**config.mk**
```make
export PLATFORM = sky130hd
export DESIGN_NAME = adaptive_threshold_filter
export DESIGN_NICKNAME = d
export VERILOG_FILES = /design/src/rtl/atf_pkg.sv /design/src/rtl/atf_ram.sv /design/src/rtl/atf_divider.sv /design/src/rtl/adaptive_threshold_filter.sv
export SDC_FILE = /design/constraint.sdc
export NUM_CORES = 1
export LEC_CHECK = 0
export ABC_AREA = 1
export ABC_CLOCK_PERIOD_IN_PS = 3700
export BUFFER_PORTS_ARGS = -buffer_cell sky130_fd_sc_hd__buf_4
export CAP_MARGIN = 20
export CORE_MARGIN = 1.5
export CORE_UTILIZATION = 32
export CTS_CLUSTER_DIAMETER = 80
export CTS_CLUSTER_SIZE = 14
export DETAILED_ROUTE_END_ITERATION = 8
export PLACE_DENSITY = 0.45
export SYNTH_ARGS = -nofsm -noshare
export SYNTH_HDL_FRONTEND = slang
export SYNTH_SLANG_ARGS = --single-unit
```
**constraint.sdc**
```tcl
create_clock -name clock -period 3.7 [get_ports clock]
set_input_delay 0.37 -clock clock [delete_from_list [all_inputs] [get_ports clock]]
set_output_delay 0.37 -clock clock [all_outputs]
set_load 0.005 [all_outputs]
```
**src/rtl/atf_pkg.sv**
```systemverilog
// Shared constants of the adaptive threshold filter.
package atf_pkg;

   localparam int RESIDUAL_BITS = 16;

endpackage

```
**src/rtl/atf_ram.sv**
```systemverilog
// Generic single-port-write, single-port-read RAM with registered read data.
module atf_ram #(
   parameter int WIDTH = 16,
   parameter int DEPTH = 16,
   localparam int AddrBits = (DEPTH > 1) ? $clog2(DEPTH) : 1
) (
   input  logic                clock,
   input  logic                wr_en,
   input  logic [AddrBits-1:0] wr_addr,
   input  logic [WIDTH-1:0]    wr_data,
   input  logic [AddrBits-1:0] rd_addr,
   output logic [WIDTH-1:0]    rd_data
);

   logic [WIDTH-1:0] mem_ff [DEPTH];
   logic [WIDTH-1:0] rd_data_ff;

   always_ff @(posedge clock) begin
      if (wr_en) begin
         mem_ff[wr_addr] <= wr_data;
      end
      rd_data_ff <= mem_ff[rd_addr];
   end

   assign rd_data = rd_data_ff;

endmodule

```
**src/rtl/atf_divider.sv**
```systemverilog
// Bit-serial restoring divider that yields one quotient bit per cycle.
module atf_divider #(
   parameter int DIVIDEND_BITS = 20,
   parameter int DIVISOR_BITS  = 5
) (
   input  logic                     clock,
   input  logic                     reset,
   input  logic                     start,
   input  logic [DIVIDEND_BITS-1:0] dividend,
   input  logic [DIVISOR_BITS-1:0]  divisor,
   output logic                     done,
   output logic [DIVIDEND_BITS-1:0] quotient
);

   localparam int RemBits = DIVISOR_BITS + 1;
   localparam int CntBits = $clog2(DIVIDEND_BITS + 1);

   logic [DIVIDEND_BITS-1:0] quo_ff, quo_in;
   logic [RemBits-1:0]       rem_ff, rem_in;
   logic [DIVISOR_BITS-1:0]  div_ff, div_in;
   logic [CntBits-1:0]       cnt_ff, cnt_in;
   logic                     busy_ff, busy_in;
   logic                     done_ff, done_in;
   logic [RemBits:0]         trial;
   logic                     fits;

   always_comb begin
      trial   = {rem_ff, quo_ff[DIVIDEND_BITS-1]};
      fits    = trial >= (RemBits + 1)'(div_ff);
      quo_in  = quo_ff;
      rem_in  = rem_ff;
      div_in  = div_ff;
      cnt_in  = cnt_ff;
      busy_in = busy_ff;
      done_in = 1'b0;
      if (start) begin
         quo_in  = dividend;
         rem_in  = '0;
         div_in  = divisor;
         cnt_in  = CntBits'(DIVIDEND_BITS);
         busy_in = 1'b1;
      end else if (busy_ff) begin
         rem_in = fits ? RemBits'(trial - (RemBits + 1)'(div_ff)) : RemBits'(trial);
         quo_in = {quo_ff[DIVIDEND_BITS-2:0], fits};
         cnt_in = cnt_ff - 1'b1;
         if (cnt_ff == CntBits'(1)) begin
            busy_in = 1'b0;
            done_in = 1'b1;
         end
      end
   end

   always_ff @(posedge clock) begin
      if (reset) begin
         busy_ff <= 1'b0;
         done_ff <= 1'b0;
         cnt_ff  <= '0;
      end else begin
         busy_ff <= busy_in;
         done_ff <= done_in;
         cnt_ff  <= cnt_in;
      end
      quo_ff <= quo_in;
      rem_ff <= rem_in;
      div_ff <= div_in;
   end

   assign done     = done_ff;
   assign quotient = quo_ff;

endmodule

```
**src/rtl/adaptive_threshold_filter.sv**
```systemverilog
// Top level of the adaptive threshold filter: sample ring, serial sum, divide and output.
//
//   channel | direction | ports                                   | word
//   req     | in        | req_valid req_stall req_sample_in       | one sample
//           |           | req_frame_end                           |
//   rsp     | out       | rsp_valid rsp_stall rsp_residual_out    | one residual
//           |           | rsp_last_out                            |
//
// A sample that yields no residual leaves the block idle for the next sample. Each
// residual averages a window of samples (up to PRE_TAPS + POST_TAPS + 1, one RAM
// read each) and divides their SUM_BITS-wide sum in the bit-serial divider.
// The last sample of a frame yields up to POST_TAPS + 1 residuals back to back.
// Reset is synchronous and needs no clearing pass.
// A stalled result is held in the output register while the next one is worked out.
module adaptive_threshold_filter
   import atf_pkg::*;
#(
   parameter int PRE_TAPS    = 8,
   parameter int POST_TAPS   = 7,
   parameter int SAMPLE_BITS = 16
) (
   input  logic                     clock,
   input  logic                     reset,
   input  logic                     req_valid,
   output logic                     req_stall,
   input  logic [SAMPLE_BITS-1:0]   req_sample_in,
   input  logic                     req_frame_end,
   output logic                     rsp_valid,
   input  logic                     rsp_stall,
   output logic [RESIDUAL_BITS-1:0] rsp_residual_out,
   output logic                     rsp_last_out
);

   localparam int Depth   = PRE_TAPS + POST_TAPS + 1;
   localparam int AddrBits = $clog2(Depth);
   localparam int CntBits = $clog2(Depth + 1);
   localparam int SumBits = SAMPLE_BITS + $clog2(Depth);
   localparam int WideBits = (SAMPLE_BITS > RESIDUAL_BITS) ? SAMPLE_BITS : RESIDUAL_BITS;

   typedef enum logic [2:0] {
      IDLE,
      START,
      SUM,
      DRAIN,
      LAUNCH,
      DIVIDE,
      RESULT
   } state_type;

   state_type                state_ff, state_in;
   logic [AddrBits-1:0]      head_ff, head_in;
   logic [CntBits-1:0]       seen_ff, seen_in;
   logic [CntBits-1:0]       lim_ff, lim_in;
   logic [CntBits-1:0]       k_ff, k_in;
   logic                     flush_ff, flush_in;
   logic [CntBits-1:0]       deepest_ff, deepest_in;
   logic [CntBits-1:0]       o_ff, o_in;
   logic [AddrBits-1:0]      rd_ptr_ff, rd_ptr_in;
   logic                     pend_ff, pend_in;
   logic                     pend_k_ff, pend_k_in;
   logic [SumBits-1:0]       acc_ff, acc_in;
   logic [SAMPLE_BITS-1:0]   s_ff, s_in;
   logic [SAMPLE_BITS-1:0]   mean_ff, mean_in;
   logic                     rsp_valid_ff, rsp_valid_in;
   logic [RESIDUAL_BITS-1:0] rsp_res_ff, rsp_res_in;
   logic                     rsp_last_ff, rsp_last_in;

   logic                     accept;
   logic [AddrBits-1:0]      head_next;
   logic [CntBits-1:0]       seen_next;
   logic [CntBits-1:0]       k_reach;
   logic [SAMPLE_BITS-1:0]   rd_data;
   logic                     div_start;
   logic                     div_done;
   logic [SumBits-1:0]       quotient;
   logic [SAMPLE_BITS-1:0]   diff;
   logic [WideBits-1:0]      diff_wide;
   logic                     out_free;

   atf_ram #(
      .WIDTH(SAMPLE_BITS),
      .DEPTH(Depth)
   ) u_ring (
      .clock  (clock),
      .wr_en  (accept),
      .wr_addr(head_next),
      .wr_data(req_sample_in),
      .rd_addr(rd_ptr_ff),
      .rd_data(rd_data)
   );

   atf_divider #(
      .DIVIDEND_BITS(SumBits),
      .DIVISOR_BITS (CntBits)
   ) u_divider (
      .clock   (clock),
      .reset   (reset),
      .start   (div_start),
      .dividend(acc_ff),
      .divisor (deepest_ff + 1'b1),
      .done    (div_done),
      .quotient(quotient)
   );

   assign accept    = req_valid && !req_stall;
   assign req_stall = state_ff != IDLE;
   assign div_start = state_ff == LAUNCH;
   assign out_free  = !rsp_valid_ff || !rsp_stall;
   assign head_next = (head_ff == AddrBits'(Depth - 1)) ? '0 : head_ff + 1'b1;
   assign seen_next = (seen_ff == CntBits'(Depth)) ? seen_ff : seen_ff + 1'b1;
   assign diff      = (s_ff > mean_ff) ? s_ff - mean_ff : '0;
   assign diff_wide = WideBits'(diff);

   always_comb begin
      state_in     = state_ff;
      head_in      = head_ff;
      seen_in      = seen_ff;
      lim_in       = lim_ff;
      k_in         = k_ff;
      flush_in     = flush_ff;
      deepest_in   = deepest_ff;
      o_in         = o_ff;
      rd_ptr_in    = rd_ptr_ff;
      pend_in      = pend_ff;
      pend_k_in    = pend_k_ff;
      acc_in       = acc_ff;
      s_in         = s_ff;
      mean_in      = mean_ff;
      rsp_res_in   = rsp_res_ff;
      rsp_last_in  = rsp_last_ff;
      rsp_valid_in = rsp_valid_ff && rsp_stall;
      k_reach      = k_ff + CntBits'(PRE_TAPS);

      unique case (state_ff)
         IDLE: begin
            if (accept) begin
               head_in  = head_next;
               lim_in   = seen_next - 1'b1;
               flush_in = req_frame_end;
               if (req_frame_end) begin
                  seen_in  = '0;
                  k_in     = (seen_next - 1'b1 < CntBits'(POST_TAPS)) ?
                             seen_next - 1'b1 : CntBits'(POST_TAPS);
                  state_in = START;
               end else begin
                  seen_in = seen_next;
                  k_in    = CntBits'(POST_TAPS);
                  if (seen_next > CntBits'(POST_TAPS)) begin
                     state_in = START;
                  end
               end
            end
         end
         START: begin
            deepest_in = (k_reach < lim_ff) ? k_reach : lim_ff;
            o_in       = '0;
            rd_ptr_in  = head_ff;
            acc_in     = '0;
            pend_in    = 1'b0;
            state_in   = SUM;
         end
         SUM: begin
            if (pend_ff) begin
               acc_in = acc_ff + SumBits'(rd_data);
               if (pend_k_ff) begin
                  s_in = rd_data;
               end
            end
            pend_in   = 1'b1;
            pend_k_in = o_ff == k_ff;
            rd_ptr_in = (rd_ptr_ff == '0) ? AddrBits'(Depth - 1) : rd_ptr_ff - 1'b1;
            o_in      = o_ff + 1'b1;
            if (o_ff == deepest_ff) begin
               state_in = DRAIN;
            end
         end
         DRAIN: begin
            acc_in  = acc_ff + SumBits'(rd_data);
            if (pend_k_ff) begin
               s_in = rd_data;
            end
            pend_in  = 1'b0;
            state_in = LAUNCH;
         end
         LAUNCH: begin
            state_in = DIVIDE;
         end
         DIVIDE: begin
            if (div_done) begin
               mean_in  = quotient[SAMPLE_BITS-1:0];
               state_in = RESULT;
            end
         end
         RESULT: begin
            if (out_free) begin
               rsp_valid_in = 1'b1;
               rsp_res_in   = diff_wide[RESIDUAL_BITS-1:0];
               rsp_last_in  = flush_ff && (k_ff == '0);
               if (!flush_ff || k_ff == '0) begin
                  state_in = IDLE;
               end else begin
                  k_in     = k_ff - 1'b1;
                  state_in = START;
               end
            end
         end
         default: begin
            state_in = IDLE;
         end
      endcase
   end

   always_ff @(posedge clock) begin
      if (reset) begin
         state_ff     <= IDLE;
         head_ff      <= '0;
         seen_ff      <= '0;
         pend_ff      <= 1'b0;
         rsp_valid_ff <= 1'b0;
      end else begin
         state_ff     <= state_in;
         head_ff      <= head_in;
         seen_ff      <= seen_in;
         pend_ff      <= pend_in;
         rsp_valid_ff <= rsp_valid_in;
      end
      lim_ff      <= lim_in;
      k_ff        <= k_in;
      flush_ff    <= flush_in;
      deepest_ff  <= deepest_in;
      o_ff        <= o_in;
      rd_ptr_ff   <= rd_ptr_in;
      pend_k_ff   <= pend_k_in;
      acc_ff      <= acc_in;
      s_ff        <= s_in;
      mean_ff     <= mean_in;
      rsp_res_ff  <= rsp_res_in;
      rsp_last_ff <= rsp_last_in;
   end

   assign rsp_valid        = rsp_valid_ff;
   assign rsp_residual_out = rsp_res_ff;
   assign rsp_last_out     = rsp_last_ff;

endmodule
```
==> impl_metrics.yaml, run 1 <==
sta:
  worstMarginPinSlew_ps: 968
  skew_ps: 25.8
  tns_ps: 0
  period_share_pct: 67.8
  max_freq_ghz: 0.398
  hold_viol: 0
  drv_slew: 0
  timing.slew.headroom_pct: 35.3
  rsz0062_at_grt: "no"
  whs_ps: 25.1
  setup_viol_count_final: 0
  post-route-min-period_ps: 2510
floorplan:
  die_y_um: 247
  die_w_um: 247
  initial_core_util_pct: 32.3
  pin_count: 40
  rows: 89
  die_area_mm2: 0.0608
  coreArea_mm2: 0.0588
finish:
  syn2layout_area_growth_pct: 12.6
  diodes: 0
  nets: 1918
  nFillCells: 5875
  drive_above_1_share_pct: 9.48
worst_setup_path:
  path_common_cell: "nor2_2"
  crit_type: "flop to flop"
  cp_max_fo: 16
  cp.required_ps: 3880
  max_stage_delay_ps: 780
  r2r_start: "state_ff[1]"
  reg2reg_to: "u_ring.mem_ff[3][6]"
  cp.arrival_ps: 2690
  rrSetupSlack_ps: 1190
  critical_path.cell_chain: "nor2_2 -> nand2_2 -> nor2_1 -> nand2_1 -> nor2_2"
  end_kind: "flop"
  reg2regPathDepth: 5
  cp_slowest_cell: "nor2_2"
  cp-startpoint: "state_ff[1]"
  start_kind: "flop"
  endpoint: "u_ring.mem_ff[3][6]"
cts:
  clock_sinks: 419
  cts_tree: "done"
  holdBufCountCts: 0
  clk_latency_ps: 570
  h-tree-depth: 2
  root_buffer: "clkbuf_16"
  cts_made_buffers: 37
  clockBufferDepth: 3
  cts_setup_buffers: 0
  clk_pin_slew_ps: 70
  ctsResizeCount: 0
synth:
  ys_types: 55
  synth-async-reset-ratio_pct: 0
  synth_mux_area_share_pct: 0
  synth_xor_area_share_pct: 1.11
  synth_ff_type: "edfxtp_1"
  synth_compound_area_share_pct: 9.08
  synth_edf_count: 376
  synth-simple-area-share_pct: 16.6
  yosysSeqAreaShare_pct: 64.0
  syn_area_mm2: 0.0190
  avgSynthCellArea_um2: 10.6
  synth_cells: 1788
  post-synth-top-area-cell: "edfxtp_1"
  ys_seq_elements: 419
  yosysTopAreaCellShare_pct: 59.5
  synth_area_leaders: "edfxtp_1 (59%), nand2_1 (7.7%), dfxtp_1 (4.5%), nor2_1 (4.2%), ha_1 (3.7%)"
  synth_top_family_by_area: "simple AND/OR/NAND/NOR gates"
  synth_warnings: 0
  yosys.area_share.adder_pct: 4.01
  syn-num-nets: 1868
global_routing:
  antenna_found_initial: 1
  grt_pass1_vias: 12600
  grtUsageTotal_pct: 15.4
  grt_pass1_wl_um: 72200
  grt_max_degree: 162
  grt_remaining_overflow: 0
drt:
  firstDrtPassIters: 5
  wire_per_inst_um: 17.3
  first_iter_violations: 770
  drt-total-wl_um: 45700
  detail-route-antenna-nets: 0
  vias: 12500
  via_per_inst: 4.73
  drc_errors: 0
worst_hold_path:
  min_path_type: "input pin to flop"
place:
  io_buffers: 39
  dpl.hpwl_um: 30400
  routabilityCongestion: 0.845
flow_run:
  drv_cap: 0
power_and_ir_drop:
  power_w: 0.0149
  vdd_drop_max_uv: 375
  powerDensity_mw_per_mm2: 697
  power.leakage_nw: 8.09
outcome:
  status: "completed"
## power breakdown
part | internal [W] | total, W | switching (W) | leakage [nW]
logic | 0.00142 | 0.00475 | 0.00333 | 3.76
registers | 0.00587 | 0.00629 | 0.000424 | 3.78
clock network | 0.00207 | 0.00385 | 0.00178 | 0.550
total | 0.00936 | 0.0149 | 0.00554 | 8.09
## cell type report
cell class                 count  area (µm²)  share of cell area (%)
clock buffer                  62        1070                    5.01
clock inverter                 6        90.1                   0.421
inverter                     188         711                    3.32
multi-input combinational   1126        5880                    27.5
sequential                   419       12200                    56.8
tap                          773         967                    4.52
timing repair buffer          66         508                    2.38
## stage by stage
stage	instance area (µm²)	setup slack, ps	utilization [%]	instances
floorplan	19000	1220	-	1788
global placement	20200	1180	34.4	2572
detailed placement	20200	1060	34.4	2572
CTS	21400	1070	36.4	2640
global route	21400	958	36.4	2640
finish	21400	1190	36.4	2640
## registers in the layout, summed over array words and instances, names as in the netlist, 3 cells and up
signal and count:
acc_ff 20, deepest_ff 5, head_ff 4, k_ff 5, lim_ff 5, mean_ff 16, o_ff 5, rd_ptr_ff 4
rsp_residual_out 16, s_ff 16, seen_ff 5, state_ff 3, u_divider.cnt_ff 5, u_divider.div_ff 5, u_divider.quotient 20, u_divider.rem_ff 6
u_ring.mem_ff 256, u_ring.rd_data 16
## how the worst min path moves through the flow
stage	from	end	slack [ps]	cells after the start
after global routing	req_frame_end	flush_ff	9	1
after floorplan	u_ring.rd_data[0]	s_ff[0]	410	0
after CTS	req_frame_end	flush_ff	5	1
after global placement	u_ring.rd_data[0]	s_ff[0]	420	0
after detailed placement	u_divider.quotient[12]	mean_ff[12]	440	0
final	req_frame_end	flush_ff	30	1
## critical path: cells and delay by family, from the launching register on
family | cells | cell delay [ps]
DFF | 1 | 400
and+or+nand+nor | 5 | 1720
## logic make-up after synthesis
| family | Yosys count |
|---|---|
| buffers and inverters | 243 |
| xor gates and xnor gates | 24 |
| AOI/OAI and AO/OA | 289 |
| DFF | 419 |
| and+or+nand+nor | 754 |
| adders and majority gates | 59 |
## Yosys cell counts, drive strengths merged, types with 3 or more instances
| cell | n |
|---|---|
| nand3 | 98 |
| nor2 | 227 |
| o21bai | 3 |
| a21oi | 83 |
| xor2 | 21 |
| a21o | 5 |
| clkbuf | 19 |
| edfxtp | 376 |
| dfxtp | 43 |
| inv | 186 |
| o21ai | 121 |
| or2 | 4 |
| o211ai | 23 |
| o221ai | 10 |
| a21boi | 4 |
| nand4 | 10 |
| buf | 36 |
| ha | 56 |
| nor3 | 8 |
| o22ai | 5 |
| fa | 3 |
| o2111ai | 25 |
| nand2 | 401 |
| o21a | 4 |
| xnor2 | 3 |
## routing by layer
layer | global-route usage [%] | share of wire [%] | vias up | wire length [µm]
li1 | - | - | 6242 | -
met2 | 26.1 | 48 | 181 | 21800
met5 | 0 | 0 | - | 0
met1 | 20.6 | 47 | 6005 | 21600
met4 | 4.39 | 2.1 | 0 | 938
met3 | 2.09 | 3.2 | 60 | 1450
## cells in the final DEF (no fill, tap or decap), types with 5 or more instances in the layout
cell type,n
nand2_1,390
inv_2,7
buf_4,65
nand3_1,97
nand4_1,10
o21ai_0,109
a21oi_1,78
o2111ai_1,25
nor2_1,196
nor3_1,7
o21ai_1,11
inv_1,178
ha_1,56
nand2_2,9
xor2_1,21
o221ai_1,10
a21o_1,5
edfxtp_1,376
clkbuf_16,38
o211ai_1,23
nor2_2,27
o22ai_1,5
clkbuf_1,21
dfxtp_1,43
No activity file was read; power rests on OpenSTA's default activity.
==> run 2, diff against run 1 <==
ABC_CLOCK_PERIOD_IN_PS = 2300   (was 3700)
PLACE_DENSITY = 0.47   (was 0.45)
clock period = 2.3 ns   (was 3.7 ns; I/O delays follow)
==> impl_metrics.yaml, run 2 (synthesis gave the netlist of run 1 again) <==
worst_setup_path:
  r2r_start: "u_ring.rd_data[0]"
  cp-startpoint: "u_ring.rd_data[0]"
  path_common_cell: "nand3_1"
  cp_slowest_cell: "fa_1"
  reg2regPathDepth: 11
  reg2reg_to: "acc_ff[16]"
  end_kind: "flop"
  cp_max_fo: 5
  start_kind: "flop"
  cp.required_ps: 2620
  endpoint: "acc_ff[16]"
  crit_type: "flop to flop"
  critical_path.cell_chain: "ha_1 -> inv_1 -> fa_1 -> inv_1 -> nand3_1 -> nand3_1 -> nand3_1 -> nand2b_1 -> nand2_1 -> a21oi_1 -> nor2_1"
  max_stage_delay_ps: 370
  rrSetupSlack_ps: 180
  cp.arrival_ps: 2440
floorplan:
  die_w_um: 247
  die_area_mm2: 0.0608
  rows: 89
  initial_core_util_pct: 32.3
  die_y_um: 247
  pin_count: 40
  coreArea_mm2: 0.0588
cts:
  cts_setup_buffers: 0
  cts_made_buffers: 37
  clock_sinks: 419
  clockBufferDepth: 3
  root_buffer: "clkbuf_16"
  clk_latency_ps: 570
  h-tree-depth: 2
  cts_tree: "done"
  clk_pin_slew_ps: 70
place:
  postPlaceCellArea_mm2: 0.0207
  dpl.hpwl_um: 29800
  io_buffers: 39
  routabilityCongestion: 0.832
  dp_cells: 2602
sta:
  timing.slew.headroom_pct: 60.8
  rsz0062_at_grt: "no"
  skew_ps: 18.5
  hold_viol: 0
  post-route-min-period_ps: 2120
  period_share_pct: 92.2
  drv_slew: 0
  worstMarginPinSlew_ps: 588
  setup_viol_count_final: 0
  tns_ps: 0
  max_freq_ghz: 0.471
  whs_ps: 175
flow_run:
  drv_cap: 0
finish:
  postLayoutCellArea_mm2: 0.0219
  nets: 1967
  nFillCells: 5840
  utilization_pct: 37.3
  final_cell_mix: "nand2_1 (390), edfxtp_1 (376), nor2_1 (196)"
  final_cells: 2683
  final_common_cell: "nand2_1"
  top_register: "u_ring.mem_ff"
  drive_above_1_share_pct: 10.8
  largest_reg_flops: 256
  syn2layout_area_growth_pct: 15.6
global_routing:
  grt_pass1_vias: 12400
  grt_remaining_overflow: 0
  grt_pass1_wl_um: 71200
  antenna_found_initial: 3
  grtUsageTotal_pct: 15.3
  grt_max_degree: 86
drt:
  drc_errors: 0
  firstDrtPassIters: 5
  drt-total-wl_um: 45800
  vias: 12600
  first_iter_violations: 683
  detail-route-antenna-nets: 0
  wire_per_inst_um: 17.1
  via_per_inst: 4.70
outcome:
  status: "completed"
power_and_ir_drop:
  powerDensity_mw_per_mm2: 1100
  vdd_drop_max_uv: 790
  power.leakage_nw: 8.36
worst_hold_path:
  min_path_type: "input pin to flop"
==> run 2: how the worst min path moves through the flow <==
stage                      startpoint  slack [ps]  depth (start not counted)                   to
detailed placement  u_ring.rd_data[7]         430                          0              s_ff[7]
finish                      req_valid         180                          5           seen_ff[4]
global placement    u_ring.rd_data[7]         420                          0              s_ff[7]
CTS                         req_valid         160                          5           seen_ff[4]
global route                req_valid         190                          5           seen_ff[4]
floorplan                       reset         300                          1  u_divider.cnt_ff[4]
==> run 2: layer usage <==
layer,part of all wire [%],GRT usage [%],vias to the layer above
met1,45,19.7,5987
li1,-,-,6343
met5,0,0,-
met2,49,26.7,203
met3,3.4,2.20,69
met4,2.3,4.32,0
==> run 2: timing repair <==
item                       in CTS  in global routing
resized for setup               0                  1
hold endpoints to repair      269                  0
hold buffers                   19                  0
setup endpoints to repair       0                  3
==> run 2: layout make-up <==
class	instances	area, µm²	share of cell area (%)
Antenna cell	1	2.50	0.0114
Multi-Input combinational cell	1126	5880	26.8
Clock buffer	54	1020	4.65
Tap cell	773	967	4.41
Timing Repair Buffer	115	1140	5.18
Sequential cell	419	12200	55.4
Inverter	188	711	3.24
Clock inverter	7	71.3	0.325
==> run 2: per-stage QoR <==
| step | worst slack (ps) | total power, W |
|---|---|---|
| 3_3_place_gp | 202 | 0.0184 |
| 6_report | 179 | 0.0242 |
| 3_5_place_dp | 153 | 0.0185 |
| 2_1_floorplan | 109 | 0.0154 |
| 5_1_grt | 4.10 | 0.0258 |
| 4_1_cts | 141 | 0.0245 |
==> run 2: critical path: cells and delay by family (launching register included) <==
kind / cells / cell delay (ps)
buffers and inverters: 2 / 230
AOI/OAI and AO/OA: 1 / 130
and+or+nand+nor: 6 / 600
adders and majority gates: 2 / 580
DFF: 1 / 350
==> run 2: where the power goes <==
group	internal, W	switching [W]	leakage, nW
combinational	0.00268	0.00550	4.05
sequential	0.00943	0.000634	3.78
clock	0.00312	0.00285	0.529
total	0.0152	0.00899	8.36
==> run 3, diff against run 2 <==
CORE_UTILIZATION = 57   (was 32)
PLACE_DENSITY = 0.75   (was 0.47)
RECOVER_POWER = 25   (was default)
==> impl_metrics.yaml, run 3 (synthesis gave the netlist of run 1 again) <==
global_routing:
  busiest_layer: "met2"
  grtUsageMet1_pct: 30.6
  use_met2_pct: 44.0
  grtUsageTotal_pct: 24.5
  antenna_found_initial: 1
  grt_pass1_vias: 12800
  grt_pass1_wl_um: 64800
  grt_max_degree: 83
  grt_remaining_overflow: 0
  met3_usage_pct: 3.03
drt:
  drt-total-wl_um: 40800
  first_iter_violations: 893
  wire_per_inst_um: 17.5
  detail-route-antenna-nets: 0
  firstDrtPassIters: 5
  via_per_inst: 5.54
  drc_errors: 0
  vias: 12900
finish:
  top_register: "u_ring.mem_ff"
  diodes: 0
  final_cell_mix: "nand2_1 (389), edfxtp_1 (376), nor2_1 (201)"
  syn2layout_area_growth_pct: 12.1
  final_common_cell: "nand2_1"
  final_cells: 2335
  largest_reg_flops: 256
  nets: 1946
  drive_above_1_share_pct: 8.82
cts:
  clockBufferDepth: 3
  cts_setup_buffers: 0
  h-tree-depth: 2
  clk_pin_slew_ps: 70
  clk_latency_ps: 540
  clock_sinks: 419
  cts_tree: "done"
  cts_made_buffers: 35
  root_buffer: "clkbuf_16"
sta:
  hold_viol: 0
  setup_viol_count_final: 0
  drv_slew: 0
  post-route-min-period_ps: 2140
  rsz0062_at_grt: "no"
  skew_ps: 19.1
  tns_ps: 0
  max_freq_ghz: 0.467
  period_share_pct: 93.0
  timing.slew.headroom_pct: 52.5
  worstMarginPinSlew_ps: 712
power_and_ir_drop:
  power.leakage_nw: 8.17
  vdd_drop_max_uv: 765
  power_w: 0.0233
  powerDensity_mw_per_mm2: 1100
place:
  dpl.hpwl_um: 25700
  routabilityCongestion: 0.884
  dp_cells: 2254
  io_buffers: 39
floorplan:
  pin_count: 40
  coreArea_mm2: 0.0326
  die_y_um: 185
  die_area_mm2: 0.0344
  initial_core_util_pct: 58.2
  die_w_um: 185
  rows: 66
worst_hold_path:
  min_path_type: "input pin to flop"
worst_setup_path:
  start_kind: "flop"
  cp.required_ps: 2590
  cp_max_fo: 5
  end_kind: "flop"
  crit_type: "flop to flop"
  cp.arrival_ps: 2430
flow_run:
  drv_cap: 0
outcome:
  status: "completed"
## run 3: changes by cell type in the layout (fill, tap and decap cells not counted), sizes merged
| cell | previous run | this run |
|---|---|---|
| diode | 1 | 0 |
| buf | 96 | 66 |
| clkinv | 6 | 4 |
| inv | 189 | 187 |
| clkbuf | 54 | 74 |
| dlygate4sd3 | 19 | 17 |
## run 3: stage by stage
stage          instance area (µm²)  util [%]  worst slack, ps  hold slack, ps
6_report                     21300      65.2              160            25.5
5_1_grt                      21300      65.2             8.37            42.5
4_1_cts                      21300      65.3             95.6            3.89
3_5_place_dp                 20100      61.6              160             439
3_3_place_gp                 20100      61.6              258             434
2_1_floorplan                19000         -              109             299
## run 3: critical path, cell delays in order, from the launching register on
cell and delay (ps):
dfxtp_1 360, ha_1 210, inv_1 90, fa_1 370
inv_1 130, nand3_1 90, nand3_1 160, nand3_1 110
nand2b_1 130, nand2_1 80, a21oi_1 120, nor2_1 60
## run 3: report_power, final
part / internal, W / leakage (nW) / total [W] / switching [W]
combinational: 0.00249 / 3.91 / 0.00774 / 0.00525
clock: 0.00291 / 0.485 / 0.00553 / 0.00262
sequential: 0.00944 / 3.78 / 0.0101 / 0.000636
total: 0.0148 / 8.17 / 0.0233 / 0.00850
## run 3: per-layer routing
metal  wire length [µm]  vias to the layer above
met5                  0                        -
met4               1230                        0
met3               2360                       83
met2              20800                      411
met1              16400                     6132
li1                   -                     6302
## run 3: area by class of cell
type | count | area, µm²
clock inverters | 3 | 55.1
multi-input cells | 1126 | 5890
flip-flops and latches | 419 | 12200
repair buffers | 96 | 940
clock buffers | 61 | 973
well taps | 442 | 553
fillers | 2464 | 11300
inverters | 188 | 711
## run 3: final timing paths
kind,depth (start not counted),end,from,slack (ps)
worst max-delay path,11,acc_ff[16],u_ring.rd_data[0],160
worst min-delay path,3,rsp_valid,rsp_stall,30
worst min register to register,2,u_divider.rem_ff[5],u_divider.rem_ff[5],450
worst max register to register,11,acc_ff[16],u_ring.rd_data[0],160
## run 3: timing repair
| item | in CTS | in global routing |
|---|---|---|
| hold buffers | 17 | 0 |
| gates resized for setup | 0 | 6 |
| hold endpoints to repair | 239 | 0 |
| setup endpoints to repair | 0 | 5 |
